### src/hdl/pilr_pkg.sv
// ----------------------------------------------------------------------------
// pilr_pkg
// Shared types and constants for the PCI INTx link IRQ router.
// ----------------------------------------------------------------------------
package pilr_pkg;

	localparam int DEVICE_W     = 5;
	localparam int PIN_W        = 2;
	localparam int PINS_PER_DEV = 4;
	localparam int LINKS        = 4;
	localparam int LINK_W       = 2;
	localparam int IRQ_W        = 4;
	localparam int COUNT_W      = 6;
	localparam int CFG_IDX_W    = 8;
	localparam int IN_TDATA_W   = 8;
	localparam int OUT_TDATA_W  = 8;

	// Configuration register indexes
	localparam logic [CFG_IDX_W-1:0] REG_LINK0_ROUTE = 8'd0;
	localparam logic [CFG_IDX_W-1:0] REG_LINK1_ROUTE = 8'd1;
	localparam logic [CFG_IDX_W-1:0] REG_LINK2_ROUTE = 8'd2;
	localparam logic [CFG_IDX_W-1:0] REG_LINK3_ROUTE = 8'd3;

	// One line level change event
	typedef struct packed {
		logic                level;
		logic [PIN_W-1:0]    pin;
		logic [DEVICE_W-1:0] device;
	} pilr_evt_t;

	// Write side of the line state RAM
	typedef struct packed {
		logic                    en;
		logic [DEVICE_W-1:0]     addr;
		logic [PINS_PER_DEV-1:0] data;
	} pilr_wr_t;

endpackage

### src/hdl/pilr_ram.sv
// ----------------------------------------------------------------------------
// pilr_ram
// Generic single-write, single-read RAM with registered read data.
// ----------------------------------------------------------------------------
module pilr_ram #(
	parameter int WIDTH = 4,
	parameter int DEPTH = 32,
	localparam int AW = (DEPTH > 1) ? $clog2(DEPTH) : 1
) (
	input  logic             clk,
	input  logic             we,
	input  logic [AW-1:0]    waddr,
	input  logic [WIDTH-1:0] wdata,
	input  logic             re,
	input  logic [AW-1:0]    raddr,
	output logic [WIDTH-1:0] rdata
);

	logic [WIDTH-1:0] mem [DEPTH];

	always_ff @(posedge clk) begin
		if (we) begin
			mem[waddr] <= wdata;
		end
		if (re) begin
			rdata <= mem[raddr];
		end
	end

endmodule

### src/hdl/pci_intx_link_irq_router_core.sv
// ----------------------------------------------------------------------------
// pci_intx_link_irq_router_core
// Routes PCI INTx line level changes through four shared links to ISA IRQs.
// ----------------------------------------------------------------------------
// Output: a result transfer is offered from the output register that stage 1
//   loads, once its input transfer has passed through the stage 1 register.
// Throughput: one event per cycle unless output stalls; the line state RAM
//   read-modify-write (read at accept, modify, write back in stage 1) sets it.
// Reset: routes, link counters, row valid flags and pipeline valids clear at
//   once; the RAM itself is not swept, rows never written read as all clear.
// ----------------------------------------------------------------------------
module pci_intx_link_irq_router_core #(
	parameter int NUM_DEVICES = 32
) (
	input  logic                                clk,
	input  logic                                arst_n,
	// Event stream
	input  logic                                s_axis_tvalid,
	output logic                                s_axis_tready,
	// [4:0] device, [6:5] pin, [7] level
	input  logic [pilr_pkg::IN_TDATA_W-1:0]     s_axis_tdata,
	// Result stream
	output logic                                m_axis_tvalid,
	input  logic                                m_axis_tready,
	// [3:0] isa_irq, [4] irq_level, [7:5] zero
	output logic [pilr_pkg::OUT_TDATA_W-1:0]    m_axis_tdata,
	// Configuration writes
	input  logic                                cfg_valid,
	output logic                                cfg_ready,
	input  logic [pilr_pkg::CFG_IDX_W-1:0]      cfg_index,
	input  logic [pilr_pkg::IRQ_W-1:0]          cfg_data
);

	localparam int DEV_AW = (NUM_DEVICES > 1) ? $clog2(NUM_DEVICES) : 1;

	// ------------------------------------------------------------------
	// Configuration: four route registers, always ready
	// ------------------------------------------------------------------
	logic [pilr_pkg::IRQ_W-1:0] route_q [pilr_pkg::LINKS];

	assign cfg_ready = 1'b1;

	always_ff @(posedge clk or negedge arst_n) begin
		if (!arst_n) begin
			for (int i = 0; i < pilr_pkg::LINKS; i++) begin
				route_q[i] <= '0;
			end
		end else if (cfg_valid && cfg_ready) begin
			unique case (cfg_index)
				pilr_pkg::REG_LINK0_ROUTE: route_q[0] <= cfg_data;
				pilr_pkg::REG_LINK1_ROUTE: route_q[1] <= cfg_data;
				pilr_pkg::REG_LINK2_ROUTE: route_q[2] <= cfg_data;
				pilr_pkg::REG_LINK3_ROUTE: route_q[3] <= cfg_data;
				default: ; // drop writes to unknown indexes
			endcase
		end
	end

	// ------------------------------------------------------------------
	// Stage 0: accept a transfer and issue the row read
	// ------------------------------------------------------------------
	pilr_pkg::pilr_evt_t in_evt;
	logic                in_xfer;
	logic                adv;      // stage 1 moves on this edge
	logic                out_free;

	assign in_evt   = pilr_pkg::pilr_evt_t'(s_axis_tdata);
	assign out_free = !m_axis_tvalid || m_axis_tready;
	assign in_xfer  = s_axis_tvalid && s_axis_tready;

	// ------------------------------------------------------------------
	// Stage 1: row data back from RAM, modify, write back
	// ------------------------------------------------------------------
	logic                valid_s1;
	pilr_pkg::pilr_evt_t evt_s1;

	assign adv           = !valid_s1 || out_free;
	assign s_axis_tready = adv;

	always_ff @(posedge clk or negedge arst_n) begin
		if (!arst_n) begin
			valid_s1 <= 1'b0;
		end else if (adv) begin
			valid_s1 <= in_xfer;
		end
	end

	always_ff @(posedge clk) begin
		if (in_xfer) begin
			evt_s1 <= in_evt;
		end
	end

	logic [DEV_AW-1:0]                 rd_addr;
	logic [DEV_AW-1:0]                 addr_s1;
	logic [pilr_pkg::PINS_PER_DEV-1:0] ram_rdata;
	pilr_pkg::pilr_wr_t                wr;

	assign rd_addr = in_evt.device[DEV_AW-1:0];
	assign addr_s1 = evt_s1.device[DEV_AW-1:0];

	pilr_ram #(
		.WIDTH (pilr_pkg::PINS_PER_DEV),
		.DEPTH (NUM_DEVICES)
	) u_line_ram (
		.clk   (clk),
		.we    (wr.en),
		.waddr (wr.addr[DEV_AW-1:0]),
		.wdata (wr.data),
		.re    (in_xfer),
		.raddr (rd_addr),
		.rdata (ram_rdata)
	);

	// Rows read as all clear until first written
	logic [NUM_DEVICES-1:0] row_vld_q;

	// Last row written: a read issued on that same edge returns stale data
	logic                              fwd_vld_q;
	logic [DEV_AW-1:0]                 fwd_addr_q;
	logic [pilr_pkg::PINS_PER_DEV-1:0] fwd_row_q;

	// Per-link assert counters
	logic [pilr_pkg::COUNT_W-1:0] count_q [pilr_pkg::LINKS];

	logic                              fwd_hit;
	logic                              in_range;
	logic [pilr_pkg::PINS_PER_DEV-1:0] row_rd;
	logic [pilr_pkg::PINS_PER_DEV-1:0] row_new;
	logic                              change;
	logic [pilr_pkg::LINK_W-1:0]       link;
	logic [pilr_pkg::COUNT_W-1:0]      cnt;
	logic [pilr_pkg::COUNT_W-1:0]      cnt_new;
	logic [pilr_pkg::IRQ_W-1:0]        route;
	logic                              emit;
	logic                              commit;

	assign in_range = ({1'b0, evt_s1.device} < (pilr_pkg::DEVICE_W + 1)'(NUM_DEVICES));
	assign fwd_hit  = fwd_vld_q && (fwd_addr_q == addr_s1);

	always_comb begin
		if (fwd_hit) begin
			row_rd = fwd_row_q;
		end else if (row_vld_q[addr_s1]) begin
			row_rd = ram_rdata;
		end else begin
			row_rd = '0;
		end
		row_new             = row_rd;
		row_new[evt_s1.pin] = evt_s1.level;
	end

	assign change = in_range && (row_rd[evt_s1.pin] != evt_s1.level);

	// Link is (device + pin) mod 4: two-bit wraparound add
	assign link  = evt_s1.device[pilr_pkg::LINK_W-1:0] + evt_s1.pin;
	assign cnt   = count_q[link];
	assign route = route_q[link];

	always_comb begin
		if (evt_s1.level) begin
			cnt_new = cnt + pilr_pkg::COUNT_W'(1);
			emit    = change && (route != '0) && (cnt == '0);
		end else begin
			cnt_new = cnt - pilr_pkg::COUNT_W'(1);
			emit    = change && (route != '0) && (cnt == pilr_pkg::COUNT_W'(1));
		end
	end

	assign commit  = valid_s1 && adv && change;
	assign wr.en   = commit;
	assign wr.addr = pilr_pkg::DEVICE_W'(addr_s1);
	assign wr.data = row_new;

	always_ff @(posedge clk or negedge arst_n) begin
		if (!arst_n) begin
			row_vld_q <= '0;
			fwd_vld_q <= 1'b0;
		end else begin
			if (commit) begin
				row_vld_q[addr_s1] <= 1'b1;
			end
			if (adv) begin
				fwd_vld_q <= commit;
			end
		end
	end

	always_ff @(posedge clk) begin
		if (commit) begin
			fwd_addr_q <= addr_s1;
			fwd_row_q  <= row_new;
		end
	end

	always_ff @(posedge clk or negedge arst_n) begin
		if (!arst_n) begin
			for (int i = 0; i < pilr_pkg::LINKS; i++) begin
				count_q[i] <= '0;
			end
		end else if (commit) begin
			count_q[link] <= cnt_new;
		end
	end

	// ------------------------------------------------------------------
	// Output register: hold the result until the transfer completes
	// ------------------------------------------------------------------
	logic                       out_valid_q;
	logic [pilr_pkg::IRQ_W-1:0] out_irq_q;
	logic                       out_level_q;

	always_ff @(posedge clk or negedge arst_n) begin
		if (!arst_n) begin
			out_valid_q <= 1'b0;
		end else if (valid_s1 && adv && emit) begin
			out_valid_q <= 1'b1;
		end else if (m_axis_tready) begin
			out_valid_q <= 1'b0;
		end
	end

	always_ff @(posedge clk) begin
		if (valid_s1 && adv && emit) begin
			out_irq_q   <= route;
			out_level_q <= evt_s1.level;
		end
	end

	assign m_axis_tvalid = out_valid_q;
	assign m_axis_tdata  = {(pilr_pkg::OUT_TDATA_W - pilr_pkg::IRQ_W - 1)'(0),
		out_level_q, out_irq_q};

	// ------------------------------------------------------------------
	// Assertions
	// ------------------------------------------------------------------
	a_out_routed: assert property (@(posedge clk) disable iff (!arst_n)
		m_axis_tvalid |-> (out_irq_q != '0))
		else $error("result offered with an unrouted IRQ");

	a_write_in_range: assert property (@(posedge clk) disable iff (!arst_n)
		wr.en |-> in_range)
		else $error("line RAM written for a device beyond range");

	a_fwd_tracks_write: assert property (@(posedge clk) disable iff (!arst_n)
		wr.en |=> (fwd_vld_q && (fwd_addr_q == $past(addr_s1))))
		else $error("forwarding register missed a row write");

	a_ready_when_empty: assert property (@(posedge clk) disable iff (!arst_n)
		!valid_s1 |-> s_axis_tready)
		else $error("input stalled with stage 1 empty");

	a_assert_from_zero: assert property (@(posedge clk) disable iff (!arst_n)
		(commit && emit && evt_s1.level) |=> (count_q[$past(link)] == pilr_pkg::COUNT_W'(1)))
		else $error("assert edge emitted without counter leaving zero");

endmodule
### config.mk
export PLATFORM = sky130hd
export DESIGN_NAME = pci_intx_link_irq_router_core
export DESIGN_NICKNAME = d
export VERILOG_FILES = /design/src/hdl/pilr_pkg.sv /design/src/hdl/pilr_ram.sv /design/src/hdl/pci_intx_link_irq_router_core.sv
export SDC_FILE = /design/constraint.sdc
export NUM_CORES = 1
export LEC_CHECK = 0
export BUFFER_PORTS_ARGS = -buffer_cell sky130_fd_sc_hd__buf_4
export CAP_MARGIN = 20
export CORE_MARGIN = 5
export CORE_UTILIZATION = 42
export DETAILED_ROUTE_END_ITERATION = 10
export PLACE_DENSITY = 0.63
export SLEW_MARGIN = 10
export SYNTH_ARGS = -nofsm -noshare
export SYNTH_HDL_FRONTEND = slang
export SYNTH_HIERARCHICAL = 1
export SYNTH_SLANG_ARGS = --single-unit
### constraint.sdc
create_clock -name clk -period 7.4 [get_ports clk]
set_input_delay 1.48 -clock clk [delete_from_list [all_inputs] [get_ports clk]]
set_output_delay 1.48 -clock clk [all_outputs]
set_load 0.005 [all_outputs]
# Word-level counts from Yosys, hierarchy flattened
# Memories as Yosys holds them, arrays and structs flattened. A register that Yosys moved wholly into a read port is not among the register bits.
# Cells that the tools add are included.
[word_totals] mem_bits_ro=0 n_memories=1 ramBits=128 output_inout_bits=11 word_cells=86 input_bits=25 latchBits=0 regBits=97
[classes] div=0 reduce_logical=23 n_addsub=3 magnitude_cmp=6 n_bitwise=2 mux=26 eq_ne=6 n_shift=0 mul=0
[mem_list] memory="u_line_ram.mem" words=32 word_bits=4 read_ports=1 rd_clocked_by_memory_dff=1 write_ports=1 line_no="pilr_ram.sv:19" text="logic [WIDTH-1:0] mem [DEPTH];"
[op_table] operator="$or A32 B32 Y32" n=1
[op_table] operator="$bwmux W24" n=1
[op_table] operator="$mux W6" n=4
[op_table] operator="$eq A8 B2 Y1 const B" n=2
[op_table] operator="$mux W4" n=4
[op_table] operator="$bmux W6 S2" n=1
[op_table] operator="$demux W6 S2" n=1
[op_table] operator="$logic_and A1 B1 Y1" n=11
[op_table] operator="$mux W1" n=9
[op_table] operator="$bmux W4 S2" n=1
[op_table] operator="$eq A8 B1 Y1 const B" n=1
[op_table] operator="$logic_not A8 Y1" n=1
[op_table] operator="$reduce_and A2 Y1" n=4
[op_table] operator="$add A6 B1 Y6 const B" n=1
[op_table] operator="$eq A6 B1 Y1 const B" n=1
[op_table] operator="$logic_not A6 Y1" n=1
[op_table] operator="$lt A5 B6 Y1 const B" n=1
[op_table] operator="$sub A6 B1 Y6 const B" n=1
[op_table] operator="$bmux W1 S5" n=1
[op_table] operator="$demux W1 S5" n=1
[op_table] operator="$eq A5 B5 Y1" n=1
[op_table] operator="$ge A5 B1 Y1 const B" n=1
[op_table] operator="$bwmux W4" n=1
[op_table] operator="$reduce_bool A4 Y1" n=1
[op_table] operator="12 further kinds" n=14

# Logic depth before layout (Yosys ltp)
[depth] ltp_word=12 ltp_mapped=13 mapped_depth_nobuf=10

# Modules after synthesis
# Netlist, hierarchy kept.
[by_module_without_submodules] mod="pilr_ram" cells_each=231 instances=1 area_per_inst_um2=5178.7
[by_module_without_submodules] mod="pci_intx_link_irq_router_core" cells_each=350 instances=1 area_per_inst_um2=4744.6

# Worst setup path after synthesis
# Ideal clock, no wire load.
[synth_path] kind="reg2reg" start="register evt_s1, in the netlist addr_s1[0]" end="memory u_line_ram.mem[28][0] (enable)" slack_ns=3.639 stages_incl_launch_ff=11 required_ns=7.071 synth_period_minus_slack_ns=3.761 n_path_buf=1 t_arrival_ns=3.432 cell_sequence="edfxtp_1 > mux4_2 > a221oi_2 > o2111a_2 > a2bb2oi_1 > o22ai_1 > o21ai_0 > and3_1 > or3b_2 > clkbuf_1 > nor2_1"
[synth_via] elab_chain_len=10 word_cells_on_any_way=12 cone_classes="2 x eq/ne; 8 x mux; 2 x reduce/logical"
[synth_rtl] element="start: declaration" line_no="pci_intx_link_irq_router_core.sv:75" text="pilr_pkg::pilr_evt_t evt_s1;"
[synth_rtl] element="start signal: assignment" line_no="pci_intx_link_irq_router_core.sv:90" text="evt_s1 <= in_evt;"
[synth_rtl] element="$bmux W1 S5" line_no="pci_intx_link_irq_router_core.sv:144" text="end else if (row_vld_q[addr_s1]) begin"
[synth_rtl] element="$mux W1 (implied by the code)" line_no="pci_intx_link_irq_router_core.sv:144"
[synth_rtl] element="$mux W4" line_no="pci_intx_link_irq_router_core.sv:144"
[synth_rtl] element="$mux W4 (*)" line_no="pci_intx_link_irq_router_core.sv:142" text="if (fwd_hit) begin"
[synth_rtl] element="$bmux W1 S2 (*)" line_no="pci_intx_link_irq_router_core.sv:153" text="assign change = in_range && (row_rd[evt_s1.pin] != evt_s1.level);"
[synth_rtl] element="$mux W1 (implied by the code) (*)" line_no="pci_intx_link_irq_router_core.sv:153"
[synth_rtl] element="$ne A1 B1 Y1 (*)" line_no="pci_intx_link_irq_router_core.sv:153"
[synth_rtl] element="$logic_and A1 B1 Y1 (*)" line_no="pci_intx_link_irq_router_core.sv:170" text="assign commit = valid_s1 && adv && change;"
[synth_rtl] element="named net commit" line_no="pci_intx_link_irq_router_core.sv:136" text="logic commit;"
[synth_rtl] element="$mux W1 (*)" line_no="pilr_ram.sv:22" text="if (we) begin"
[synth_rtl] element="$mux W1 (implied by the code) (*)" line_no="pilr_ram.sv:23" text="mem[waddr] <= wdata;"
[synth_rtl] element="end: declaration" line_no="pilr_ram.sv:19"
# Mark *: on every way through the listed nets, which the timed path passes. The rest lies on a longest branch. The select of a mux whose other input is x is not followed.

# Worst setup path in the final report
[layout_path] start="register evt_s1, in the netlist addr_s1[2]" end="memory u_line_ram.mem[2][2] (enable)"
# Same word-level chain as after synthesis.

==> summary.md <==
| Metric | Value |
|---|---|
| Syn avg cell area | `~17 µm²` |
| Pins Over Slew Limit | `0` |
| Min cycle time layout | `between 4 and 5 ns` |
| Post-Syn Instances | `approximately 580` |
| Layout Skew | `between 0.03 and 0.04 ns` |
| FP Rows | `56` |
| Max-Cap Viols | `0` |
| Postcts setup bufs | `0` |
| Vias in the first global route | `~5500` |
| Distinct cells, synth | `47` |
| Routed length per instance | `approximately 21 µm` |
| Clk sink count | `229` |
| CP startpoint | `addr_s1[2]` |
| Internal power | `0.00252 W` |
| Area grow syn2layout | `12.5%` |
| DR vias/cell | `about 5.4` |
| Seq cells post-synth | `about 230` |
| FF-to-FF Start | `addr_s1[2]` |
| Number of port buffers | `31` |
| CTS max path bufs | `3` |
| Total CTS buffers | `24` |
| Global-route wire length before repair | `approximately 32000 µm` |
| Final setup fails | `0` |
| Drt drc | `0` |
| Worst-Skew Late Latency | `approximately 0.53 ns` |
| CP endpoint | `u_line_ram/mem[2][2]` |
| Global route overflow | `0` |
| CP endpoint kind | `flip-flop` |
| Commonest non-fill, non-tap cells in the layout | `edfxtp_1 (154), dfrtp_1 (75), mux4_2 (51), nor2_1 (45), buf_4 (32)` |
| Antenna viol nets, final | `0` |
| Commonest non-fill, non-tap cell in the layout | `edfxtp_1` |
| Final hold slack | `between 0.4 and 0.5 ns` |
| Die area | `~27000 µm²` |
| Post-CTS resize count | `0` |
| Async S/R FF share, synth | `0.328` |
| Synthesis Warnings | `6` |
| Area share of the largest cell type after synthesis | `0.466` |
| Post-synthesis sequential area ratio | `0.655` |
| DR pass1 iterations | `4` |
| Htree depth | `1` |
| TritonCTS clock tree | `done` |
| Reg2reg end | `u_line_ram/mem[2][2]` |
| Clock group share of total power | `0.341` |
| RSZ-0062 raised after global routing | `false` |
| Final Hold Viols | `0` |
| Starting Density | `0.424` |
| Number of synthesized flops with an enable pin | `about 150` |
| Logic pwr share | `0.175` |
| DR iter-0 viols | `~350` |
| Crit path DAT | `approximately 5 ns` |
| Pwr dens | `approximately 300 nW/µm²` |
| Setup crit start kind | `flip-flop` |
| Pre-CTS WS | `2.12 ns` |
| Chip width | `about 160 µm` |
| Least-Margin Pin Slew | `~0.95 ns` |
| Total inserted antenna cells | `0` |
| Via count | `5140` |
| Top cells by area, synth | `edfxtp_1 (47%), dfrtp_1 (19%), mux4_2 (12%)` |
| Total wire length | `around 20000 µm` |
| Outcome | `finished clean` |
| Sequential share of power | `0.484` |
| Slew headroom | `0.364` |
| Clock Tree Root | `clkbuf_16` |
| VDD IR max | `about 180 µV` |
| Antenna violations before repair | `0` |
| Ys flop type | `edfxtp_1` |
| Post-Syn Area | `a little under 10000 µm²` |
| Core area | `between 20000 and 25000 µm²` |
| Layout cells sized above 1 | `0.286` |
| P_leak | `just over 4 nW` |
| Tot GR Track Use | `0.151` |
| GPL Wtd Cong | `around 0.8` |
| Largest net degree at the start of global routing | `76` |
| Final nets | `between 600 and 700` |
| Hpwl dp | `12800 µm` |
| Crit-path max FO | `21` |
| Final instance area | `about 11000 µm²` |
| Switching share of power | `0.258` |
| I/O pins | `36` |
| Sw power | `0.000878 W` |
| Hold/Removal Path Class | `flip-flop to flip-flop` |
| Fillers | `1974` |
| Worst Reg-to-Reg Cells | `10` |
| Design Power | `around 0.0034 W` |
| R2R setup slack | `~2.5 ns` |
| Area post-placement | `10300 µm²` |
| Synth area leader | `edfxtp_1` |
| Fmax | `206 MHz` |
| Worst-path clk slew | `approximately 0.060 ns` |
| Kind of critical path | `flip-flop to flip-flop` |
| CP required | `~7.6 ns` |
| CTS Hold Buffers Added | `0` |
| Setup_tns | `0 ns` |
| Chip Height | `between 150 and 200 µm` |
| Post-route setup slack | `roughly 2.5 ns` |
| Final Cycle Share | `0.657` |
## synth_stat cells (2+ instances only)
| cell | count |
|---|---|
| buf_1 | 7 |
| a31o_2 | 2 |
| a21oi_1 | 4 |
| a31o_1 | 30 |
| mux2_2 | 22 |
| a2bb2oi_1 | 2 |
| nor2_1 | 45 |
| nand3b_1 | 7 |
| buf_2 | 5 |
| ha_1 | 5 |
| nand2b_1 | 6 |
| nand3_1 | 6 |
| inv_1 | 6 |
| clkbuf_1 | 6 |
| buf_4 | 6 |
| and3_1 | 8 |
| o21ai_0 | 3 |
| mux4_2 | 51 |
| nor3b_1 | 2 |
| conb_1 | 2 |
| buf_6 | 11 |
| or3b_2 | 3 |
| a22o_1 | 2 |
| o32ai_1 | 2 |
| and2_1 | 5 |
| nor4_1 | 3 |
| mux2i_1 | 16 |
| o221ai_1 | 2 |
| dfrtp_1 | 75 |
| xnor2_1 | 8 |
| nor3_1 | 10 |
| nor2b_1 | 3 |
| o22ai_1 | 3 |
| nand2_1 | 18 |
| edfxtp_1 | 154 |
| xor2_1 | 8 |
| or2_2 | 3 |
| mux2_4 | 20 |
| a32oi_1 | 2 |
## through the flow
| stage | util | cells |
|---|---|---|
| floorplan | - | 583 |
| global placement | 0.442 | 899 |
| detailed placement | 0.442 | 899 |
| CTS | 0.475 | 943 |
| global route | 0.477 | 945 |
| finish | 0.477 | 945 |
## flip-flops by register name (all words and copies together), names as in the netlist
signal            count
out_irq_q             4
addr_s1               5
fwd_row_q             4
valid_s1              1
fwd_vld_q             1
m_axis_tvalid         1
u_line_ram/rdata      4
evt_s1                3
row_vld_q            32
out_level_q           1
fwd_addr_q            5
u_line_ram/mem      128
count_q              24
route_q              16
## worst min path at each step
| stage | end | slack [ns] | from | depth (start not counted) |
|---|---|---|---|---|
| floorplan | row_vld_q[18] | 0.43 | row_vld_q[18] | 1 |
| global placement | row_vld_q[16] | 0.45 | row_vld_q[16] | 1 |
| detailed placement | row_vld_q[24] | 0.46 | row_vld_q[24] | 1 |
| CTS | count_q[0] | 0.47 | count_q[0] | 1 |
| global route | count_q[0] | 0.48 | count_q[0] | 1 |
| finish | count_q[0] | 0.47 | count_q[0] | 1 |
## area by class of cell
type	instances	area, µm²	area share
clock buffer	33	664	0.0595
clock inverter	11	111	0.00997
inverter	6	22.5	0.00202
multi-input combinational	313	3190	0.285
sequential	229	6500	0.582
tap	319	399	0.0358
timing repair buffer	34	279	0.0250
## layer usage
layer,GRT usage,part of all wire,vias to the layer above
li1,-,-,2316
met1,0.209,0.44,2679
met2,0.252,0.49,118
met3,0.0258,0.048,27
met4,0.0377,0.018,0
met5,0,0,-
## critical path, stage by stage, from the launching register on
cell and delay [ns]:
edfxtp_1 0.93, nand2b_1 0.28, o22ai_1 0.14, a221oi_2 0.24
o2111a_2 0.28, a2bb2oi_1 0.33, o22ai_1 0.16, o21ai_0 0.40
and3_1 0.64, nand3b_1 0.61, nor2_1 0.48
## logic make-up (layout without fill, tap and decap cells)
| logic type | after synthesis | in the layout | synth area share |
|---|---|---|---|
| xor gates and xnor gates | 16 | 16 | 0.0141 |
| AOI/OAI and AO/OA | 55 | 55 | 0.0463 |
| buffers and inverters | 41 | 84 | 0.0267 |
| and+or+nand+nor | 124 | 124 | 0.0635 |
| muxes | 109 | 109 | 0.187 |
| DFF | 229 | 229 | 0.655 |
| adders and majority gates | 5 | 5 | 0.00630 |
| other | 2 | 4 | 0.000757 |
## power groups by stage
stage / Combinational, W / Sequential [W] / Clock [W]
finish: 0.000595 / 0.00164 / 0.00116
global route: 0.000652 / 0.00166 / 0.00125
CTS: 0.000598 / 0.00165 / 0.00119
detailed placement: 0.000594 / 0.00167 / 0
global placement: 0.000576 / 0.00166 / 0
floorplan: 0.000477 / 0.00163 / 0
Note: power is estimated with default switching activity, not from simulation.
